`src/hdl/tmcw_pkg.sv`:
```
`timescale 1ns / 1ps
// ----------------------------------------------------------------------------
// Text-mode console writer package
// Transaction payload types, controller states, command and status groups,
// and the constants shared by the console writer modules.
// ----------------------------------------------------------------------------
package tmcw_pkg;

	localparam int unsigned COLUMNS_DEF = 80;
	localparam int unsigned ROWS_DEF    = 25;

	localparam int unsigned CHAR_W  = 8;
	localparam int unsigned ROW_FW  = 5;
	localparam int unsigned COL_FW  = 7;

	localparam logic ACTION_PUT  = 1'b0;
	localparam logic ACTION_READ = 1'b1;

	localparam logic [CHAR_W-1:0] NEWLINE_CODE = 8'd10;
	localparam logic [CHAR_W-1:0] SPACE_CODE   = 8'd32;

	typedef struct packed {
		logic              action;
		logic [CHAR_W-1:0] char_code;
		logic [ROW_FW-1:0] cell_row;
		logic [COL_FW-1:0] cell_col;
	} tmcw_item_t;

	typedef struct packed {
		logic [CHAR_W-1:0] read_char;
		logic [COL_FW-1:0] cursor_col;
		logic [ROW_FW-1:0] cursor_row;
	} tmcw_result_t;

	typedef enum logic [1:0] {
		ST_CLEAR,
		ST_IDLE,
		ST_RESP
	} tmcw_state_t;

	typedef struct packed {
		logic accept;
		logic clear_step;
	} tmcw_cmd_t;

	typedef struct packed {
		logic clear_last;
		logic clear_pend;
	} tmcw_status_t;

endpackage

```
`src/hdl/tmcw_ctrl.sv`:
```
`timescale 1ns / 1ps
// ----------------------------------------------------------------------------
// Console writer controller
// Sequences the screen clear sweep, transaction intake and result delivery.
// ----------------------------------------------------------------------------
module tmcw_ctrl (
	input  logic                  clk,
	input  logic                  arst_n,
	input  logic                  item_valid,
	output logic                  item_stall,
	output logic                  result_valid,
	input  logic                  result_stall,
	input  tmcw_pkg::tmcw_status_t status,
	output tmcw_pkg::tmcw_cmd_t    cmd
);
	import tmcw_pkg::*;

	tmcw_state_t state_q;
	tmcw_state_t state_nxt;

	always_ff @(posedge clk or negedge arst_n) begin
		if (!arst_n) begin
			state_q <= ST_CLEAR;
		end else begin
			state_q <= state_nxt;
		end
	end

	always_comb begin
		state_nxt      = state_q;
		item_stall     = 1'b1;
		result_valid   = 1'b0;
		cmd.clear_step = 1'b0;
		cmd.accept     = 1'b0;
		case (state_q)
			ST_CLEAR: begin
				cmd.clear_step = 1'b1;
				if (status.clear_last) begin
					state_nxt = ST_IDLE;
				end
			end
			ST_IDLE: begin
				item_stall = 1'b0;
				cmd.accept = item_valid;
				if (item_valid) begin
					state_nxt = ST_RESP;
				end
			end
			ST_RESP: begin
				result_valid = 1'b1;
				item_stall   = result_stall | status.clear_pend;
				cmd.accept   = item_valid & ~item_stall;
				if (!result_stall) begin
					if (status.clear_pend) begin
						state_nxt = ST_CLEAR;
					end else if (item_valid) begin
						state_nxt = ST_RESP;
					end else begin
						state_nxt = ST_IDLE;
					end
				end
			end
			default: begin
				state_nxt = ST_CLEAR;
			end
		endcase
	end

endmodule

```
`config.mk`:
```
export PLATFORM = sky130hd
export DESIGN_NAME = tmcw_ctrl
export DESIGN_NICKNAME = d
export VERILOG_FILES = /design/src/hdl/tmcw_pkg.sv /design/src/hdl/tmcw_ctrl.sv
export SDC_FILE = /design/constraint.sdc
export NUM_CORES = 1
export LEC_CHECK = 0
export BUFFER_PORTS_ARGS = -buffer_cell sky130_fd_sc_hd__clkbuf_2
export CORE_AREA = 2 2 39 41
export CTS_CLUSTER_SIZE = 14
export DETAILED_ROUTE_END_ITERATION = 6
export DIE_AREA = 0 0 41 43
export GPL_ROUTABILITY_DRIVEN = 1
export PLACE_DENSITY = 0.37
export RECOVER_POWER = 25
export SYNTH_ARGS = -nofsm -noshare
export SYNTH_HDL_FRONTEND = slang
export SYNTH_SLANG_ARGS = --single-unit
```
`constraint.sdc`:
```
create_clock -name clk -period 4.04 [get_ports clk]
set_input_delay 0.808 -clock clk [delete_from_list [all_inputs] [get_ports clk]]
set_output_delay 0.808 -clock clk [all_outputs]
set_load 0.01 [all_outputs]
```
==> results of run 1 <==
[stage by stage]
stage          total power [mW]  utilization (%)  hold WS (ns)  setup slack [ns]  instance area [um^2]
6_report                  0.217             23.7         0.361              1.63                   328
5_1_grt                   0.241             23.7         0.357              1.47                   328
4_1_cts                   0.222             23.8         0.360              1.61                   329
3_5_place_dp              0.176             22.2         0.595              1.82                   307
3_3_place_gp              0.179             22.2         0.594              1.83                   307
2_1_floorplan             0.136                -         0.512              2.03                   241
[kinds of logic (layout without fill, tap and decap cells)]
| group | Yosys count | count (layout) | synth area share, % |
|---|---|---|---|
| simple gates | 7 | 7 | 24.4 |
| compound gates | 6 | 6 | 18.7 |
| fa+ha+maj | 5 | 5 | 25.9 |
| buf+inv | 4 | 16 | 6.22 |
| flops | 2 | 2 | 20.7 |
| mux | 1 | 1 | 4.15 |
[per-layer routing]
| metal | up-vias | global-route usage, % | wire length [um] |
|---|---|---|---|
| met1 | 111 | 9.27 | 205 |
| met5 | - | 0 | 0 |
| met4 | 0 | 8.00 | 0 |
| li1 | 116 | - | - |
| met3 | 0 | 1.57 | 19 |
| met2 | 4 | 9.69 | 268 |
[layout by cell type, fill, tap and decap left out]
| cell | n |
|---|---|
| clkbuf_4 | 3 |
| nor3b_1 | 1 |
| o41ai_1 | 1 |
| clkbuf_2 | 8 |
| o21bai_1 | 1 |
| ha_1 | 5 |
| clkbuf_1 | 1 |
| a31oi_1 | 1 |
| nor3_1 | 1 |
| dfrtp_1 | 2 |
| or3_4 | 1 |
| inv_1 | 4 |
| and2_1 | 1 |
| nor2b_1 | 2 |
| mux2i_1 | 1 |
| a21oi_1 | 1 |
| o211a_1 | 1 |
| o31ai_1 | 1 |
| nor4bb_2 | 1 |
[cell type report]
cell class | count | area, um^2
Tap cell | 16 | 20.0
Multi-Input combinational cell | 19 | 176
Sequential cell | 2 | 50.0
Clock buffer | 3 | 22.5
Fill cell | 150 | 1060
Timing Repair Buffer | 9 | 43.8
Inverter | 4 | 15.0
[path summary, 6_finish.rpt]
| kind | from | endpoint | slack [ns] | cells past startpoint |
|---|---|---|---|---|
| max | state_q[0] | cmd[1] | 1.63 | 6 |
| min in group clk | state_q[1] | state_q[1] | 0.60 | 1 |
| min reg2reg | state_q[1] | state_q[1] | 0.60 | 1 |
| max reg2reg | state_q[0] | state_q[1] | 2.35 | 5 |
| max in group asynchronous | arst_n | state_q[1] | 3.55 | 1 |
| min | arst_n | state_q[0] | 0.36 | 1 |
[power breakdown]
part	total, mW	switching [mW]	leakage (nW)	internal, mW
Clock	0.0436	0.0108	0.0138	0.0327
Sequential	0.0464	0.0162	0.0249	0.0301
Combinational	0.127	0.0632	0.131	0.0638
==> flow_summary.yaml, run 1 <==
timing:
  skew_ns: 0.00383
  fin_setup_tns_ns: 0
  setup_violations: 0
  max_slew_margin_pct: 82.5
  post-route-period-util_pct: 59.6
  max_freq_ghz: 0.415
  fin_crit_ns: 2.41
  drv_slew: 0
  rsz0062_at_grt: "false"
  tightest_slew_ns: 0.260
  hold_violations: 0
synthesis:
  synth.top_cells.by_count: "5 x ha_1, 4 x inv_1, 2 x dfrtp_1, 2 x nor2b_1"
  synth_nets: 36
  synth_edf_count: 0
  ys_ff_latch: 2
  syn_inst: 25
  yosysSeqAreaShare_pct: 20.7
  synth_flop_cell: "dfrtp_1"
  async_flop_share_pct: 100
  netlist_top_cells_area: "ha_1 26%, dfrtp_1 21%, nor4bb_2 6.7%, inv_1 6.2%, nor2b_1 5.2%"
  yosysWarnings: 0
  netlist_area_um2: 241
  synth_top_area_cell: "ha_1"
  syn_area_per_cell_um2: 9.66
  yosysMostFrequentCell: "ha_1"
  synth_cell_types: 16
  synth_top_area_share_pct: 25.9
cells_and_area:
  area_delta_synth_final_pct: 35.8
  largest_register_ffs: 2
  finalNetCount: 50
  diodes: 0
  finalNonFillerCells: 53
  layout-drive-gt1-share_pct: 35.1
  reg_top3: "state_q (2)"
  top_register: "state_q"
clocking:
  htreeDepth: 1
  cts_buffer_depth: 2
  clk_latency_ns: 0.22
  clock-sinks: 2
  hold_buffers: 0
  post_cts_buffers: 0
  cts_root_buf: "clkbuf_4"
  cts_resized: 0
  clk_pin_slew_worst_paths_ns: 0.03
  cts_tree: "done"
  cts_buffers: 3
worst_setup_path:
  critPathSlowestCell: "dfrtp_1"
  path_max_fanout: 5
  crit_chain: "inv_1 > ha_1 > inv_1 > nor3_1 > o211a_1 > clkbuf_2"
  cp_data_arrival_time_ns: 1.60
  path_class: "reg2out"
  cp_num_buf_inv: 3
  worstSetupEndpointType: "output pin"
  cp_common_cell: "inv_1"
  critPathMaxStageDelay_ns: 0.43
  required_ns: 3.23
  cp_top_family: "flip-flops"
  startpoint_type: "flip-flop"
placement:
  gp_congestion: 0.700
  portBuffers: 9
  place_inst: 50
floorplanning:
  die_x_um: 41
  die-area_um2: 1760
  row_count: 14
  start_util_pct: 17.5
  boundaryPins: 10
  die_h_um: 43
  core_um2: 1380
outcome:
  status: "finished clean"
route:
  drt-vias-per-instance: 4.36
  dr.pass1.iters: 3
  routed_wl_um: 493
  vias: 231
  drt_iter0_drc: 4
  routedWlPerCell_um: 9.30
  antenna_left: 0
  route.detailed.drc: 0
min_path:
  min_path_type: "in2async"
global_route:
  grt_pass1_wl_um: 869
  overflow: 0
  grt_max_degree: 7
  grt_pass1_vias: 236
  antenna_found_initial: 0
  track_usage_pct: 7.52
power:
  p_leak_nw: 0.170
  powerDensity_nw_per_um2: 662
  ir_drop_mv: 0.173
job:
  drv_cap: 0
Power figures use the tool's default switching activity.
==> run 2: changes to the inputs <==
clock period = 2.4 ns   (was 4.04 ns; I/O delays follow)
==> flow_summary.yaml, run 2 (synthesized netlist as in run 1, its figures left out) <==
outcome:
  status: "finished clean"
clocking:
  hold_buffers: 0
  cts_buffer_depth: 2
  clock-sinks: 2
  cts_root_buf: "clkbuf_4"
  clk_pin_slew_worst_paths_ns: 0.03
  htreeDepth: 1
  clk_latency_ns: 0.23
  post_cts_buffers: 0
  cts_resized: 0
  cts_tree: "done"
  cts_buffers: 3
global_route:
  grt_pass1_wl_um: 952
  grtUsageMet3_pct: 0
  antenna_found_initial: 0
  grtUsageMet2_pct: 10.9
  grt_max_degree: 7
  grt_pass1_vias: 238
  overflow: 0
  track_usage_pct: 8.42
  grt_use_met1_pct: 10.9
  busiest_layer: "met2"
floorplanning:
  boundaryPins: 10
  die_x_um: 41
  die_h_um: 43
  core_um2: 1380
  row_count: 14
  die-area_um2: 1760
  start_util_pct: 17.5
power:
  ir_drop_mv: 0.256
  p_leak_nw: 0.170
  totalPowerFinal_uw: 372
  powerDensity_nw_per_um2: 1140
placement:
  place_hpwl_um: 454
  portBuffers: 9
  gp_congestion: 0.734
worst_setup_path:
  cp_data_arrival_time_ns: 1.61
  required_ns: 1.92
  startpoint_type: "flip-flop"
  path_max_fanout: 5
  worstSetupEndpointType: "output pin"
  path_class: "reg2out"
route:
  routed_wl_um: 572
  drt-vias-per-instance: 4.36
  drt_iter0_drc: 6
  route.detailed.drc: 0
  vias: 231
  routedWlPerCell_um: 10.8
  antenna_left: 0
  dr.pass1.iters: 4
job:
  drv_cap: 0
cells_and_area:
  area_delta_synth_final_pct: 35.8
  largest_register_ffs: 2
  finalNetCount: 50
  mostFrequentLayoutCells: "8 x clkbuf_2, 5 x ha_1, 4 x inv_1, 3 x clkbuf_4"
  diodes: 0
  top_register: "state_q"
  final_common_cell: "clkbuf_2"
  reg_top3: "state_q (2)"
  layout-drive-gt1-share_pct: 35.1
timing:
  drv_slew: 0
  hold_violations: 0
  holdWs_ns: 0.0255
  max_slew_margin_pct: 82.3
  fin_setup_tns_ns: 0
  fin_crit_ns: 2.09
  skew_ns: 0.00204
  tightest_slew_ns: 0.262
  post-route-period-util_pct: 87.2
  setup_violations: 0
  max_freq_ghz: 0.478
  rsz0062_at_grt: "false"
min_path:
  min_path_type: "in2async"
==> run 2: cell counts in the layout (fill, tap and decap cells not counted) <==
No cell type changed its count.
==> run 2: metrics by stage <==
| stage | worst slack [ns] | utilization [%] | cell area, um^2 | instances |
|---|---|---|---|---|
| finish | 0.307 | 23.7 | 328 | 53 |
| global route | 0.180 | 23.7 | 328 | 53 |
| CTS | 0.297 | 23.8 | 329 | 53 |
| detailed placement | 0.544 | 22.2 | 307 | 50 |
| global placement | 0.573 | 22.2 | 307 | 50 |
| floorplan | 0.740 | - | 241 | 25 |
==> run 2: per-layer routing <==
layer  vias to the layer above  part of all wire [%]
li1                        116                     -
met1                       107                    46
met2                         6                    48
met3                         2                   3.0
met4                         0                   2.8
met5                         -                     0
==> run 2: area by class of cell <==
class / instances / area, um^2
Multi-Input combinational cell: 19 / 176
Timing Repair Buffer: 9 / 43.8
Tap cell: 16 / 20.0
Fill cell: 154 / 1060
Inverter: 4 / 15.0
Clock buffer: 3 / 22.5
Sequential cell: 2 / 50.0
==> run 2: worst max-delay path, cell delays in order (launching register included) <==
cell and delay, ns:
dfrtp_1 0.43, inv_1 0.15, ha_1 0.22, inv_1 0.07, nor3_1 0.24, o211a_1 0.16
clkbuf_2 0.12
==> run 2: final timing paths <==
check                      startpoint         end  slack [ns]  depth (start not counted)
hold / removal                 arst_n  state_q[1]        0.03                          1
setup reg to reg           state_q[0]  state_q[1]        0.73                          5
hold reg to reg            state_q[1]  state_q[1]        0.59                          1
min in group clk           state_q[1]  state_q[1]        0.59                          1
setup / recovery           state_q[0]      cmd[1]        0.31                          6
max in group asynchronous      arst_n  state_q[0]        2.25                          1
==> run 2: power breakdown <==
part | switching [mW] | total (mW) | internal [mW]
Clock | 0.0218 | 0.0772 | 0.0554
Sequential | 0.0260 | 0.0768 | 0.0507
Combinational | 0.111 | 0.218 | 0.107
Total | 0.159 | 0.372 | 0.213
==> run 3: changes to the inputs <==
CTS_CLUSTER_DIAMETER = 100   (was not set)
clock period = 2.6 ns   (was 2.4 ns; I/O delays follow)
==> flow_summary.yaml, run 3 (synthesized netlist as in run 1, its figures left out) <==
outcome:
  status: "finished clean"
cells_and_area:
  seqCellArea_um2: 50.0
  fillers: 152
  top_register: "state_q"
  finalInstanceArea_um2: 328
  reg_top3: "state_q (2)"
  largest_register_ffs: 2
  mostFrequentLayoutCells: "8 x clkbuf_2, 5 x ha_1, 4 x inv_1, 3 x clkbuf_4"
  area_delta_synth_final_pct: 35.8
  multi_input_area_um2: 176
  finalNetCount: 50
  final_common_cell: "clkbuf_2"
  layout-drive-gt1-share_pct: 35.1
  diodes: 0
clocking:
  cts_buffer_depth: 2
  clk_pin_slew_worst_paths_ns: 0.03
  cts_tree: "done"
  cts_root_buf: "clkbuf_4"
  cts_resized: 0
  clk_latency_ns: 0.23
  post_cts_buffers: 0
  clock-sinks: 2
  hold_buffers: 0
  cts_buffers: 3
  htreeDepth: 1
global_route:
  grt_pass1_vias: 229
  antenna_found_initial: 0
  grt_max_degree: 7
  track_usage_pct: 8.02
  grt_pass1_wl_um: 869
  overflow: 0
placement:
  portBuffers: 9
  gp_congestion: 0.718
  placed_area_um2: 307
  place_hpwl_um: 431
worst_setup_path:
  worstSetupEndpointType: "output pin"
  cp_common_cell: "inv_1"
  reg2reg_depth: 5
  regToRegEndpoint: "state_q[1]"
  required_ns: 2.08
  path_class: "reg2out"
  cp_data_arrival_time_ns: 1.61
  r2r-start: "state_q[0]"
  startpoint_type: "flip-flop"
  critPathMaxStageDelay_ns: 0.43
  r2r_slack_ns: 0.95
  crit_chain: "inv_1 > ha_1 > inv_1 > nor3_1 > o211a_1 > clkbuf_2"
  critPathSlowestCell: "dfrtp_1"
  path_max_fanout: 5
power:
  powerDensity_nw_per_um2: 1040
  p_leak_nw: 0.170
  netSwitchingFraction_pct: 42.2
  switching_power_uw: 143
  p_int_uw: 196
  power.share.clock_pct: 21.3
  combPwrFrac_pct: 57.9
  ir_drop_mv: 0.194
  power.share.sequential_pct: 20.9
route:
  antenna_left: 0
  routed_wl_um: 548
  drt-vias-per-instance: 4.23
  dr.pass1.iters: 2
  route.detailed.drc: 0
  vias: 224
  drt_iter0_drc: 3
  routedWlPerCell_um: 10.3
timing:
  rsz0062_at_grt: "false"
  post-route-period-util_pct: 82.1
  fin_crit_ns: 2.13
  max_slew_margin_pct: 82.8
  drv_slew: 0
  fin_setup_tns_ns: 0
  setup_violations: 0
  hold_violations: 0
  tightest_slew_ns: 0.255
  skew_ns: 0.00650
  max_freq_ghz: 0.469
floorplanning:
  die_h_um: 43
  boundaryPins: 10
  die-area_um2: 1760
  core_um2: 1380
  die_x_um: 41
  start_util_pct: 17.5
  row_count: 14
job:
  drv_cap: 0
min_path:
  min_path_type: "in2async"
==> run 3: cell counts in the layout (fill, tap and decap cells not counted) <==
Identical to the previous run, type by type.
==> run 3: final cells by class <==
type                       count  area share (%)
multi-input combinational     19            53.8
timing repair buffer           9            13.4
sequential                     2            15.3
tap                           16            6.11
clock buffer                   3            6.87
inverter                       4            4.58
==> run 3: power groups by stage <==
stage	clock network, mW	logic, mW	registers [mW]
2_1_floorplan	0	0.147	0.0645
3_3_place_gp	0	0.207	0.0713
3_5_place_dp	0	0.199	0.0717
4_1_cts	0.0752	0.200	0.0713
5_1_grt	0.0781	0.222	0.0750
6_report	0.0722	0.197	0.0709
==> run 3: through the flow <==
step | total power, mW | hold WS, ns | setup WS, ns | instances | utilization, %
after global placement | 0.278 | 0.308 | 0.724 | 50 | 22.2
after floorplan | 0.212 | 0.224 | 0.900 | 25 | -
after CTS | 0.347 | 0.0595 | 0.433 | 53 | 23.8
after detailed placement | 0.271 | 0.309 | 0.675 | 50 | 22.2
final | 0.340 | 0.0650 | 0.466 | 53 | 23.7
after global routing | 0.375 | 0.0634 | 0.308 | 53 | 23.7
==> run 3: worst max-delay path by stage <==
stage / from / endpoint / slack (ns)
3_3_place_gp: state_q[0] / cmd[1] / 0.72
3_5_place_dp: state_q[0] / cmd[1] / 0.68
5_1_grt: state_q[0] / cmd[1] / 0.31
6_report: state_q[0] / cmd[1] / 0.47
2_1_floorplan: state_q[0] / cmd[1] / 0.90
4_1_cts: state_q[0] / cmd[1] / 0.43
==> run 3: per-layer routing <==
metal / track usage, % / vias up / part of all wire, %
met2: 10.6 / 6 / 50
met1: 7.99 / 101 / 42
li1: - / 115 / -
met4: 10.0 / 0 / 2.9
met3: 3.14 / 2 / 4.9
met5: 0 / - / 0
==> run 3: critical path: cells and delay by family, from the launching register on <==
| family | cells | cell delay, ns |
|---|---|---|
| flops | 1 | 0.43 |
| buf+inv | 3 | 0.33 |
| simple gates | 1 | 0.25 |
| compound gates | 1 | 0.17 |
| fa+ha+maj | 1 | 0.21 |
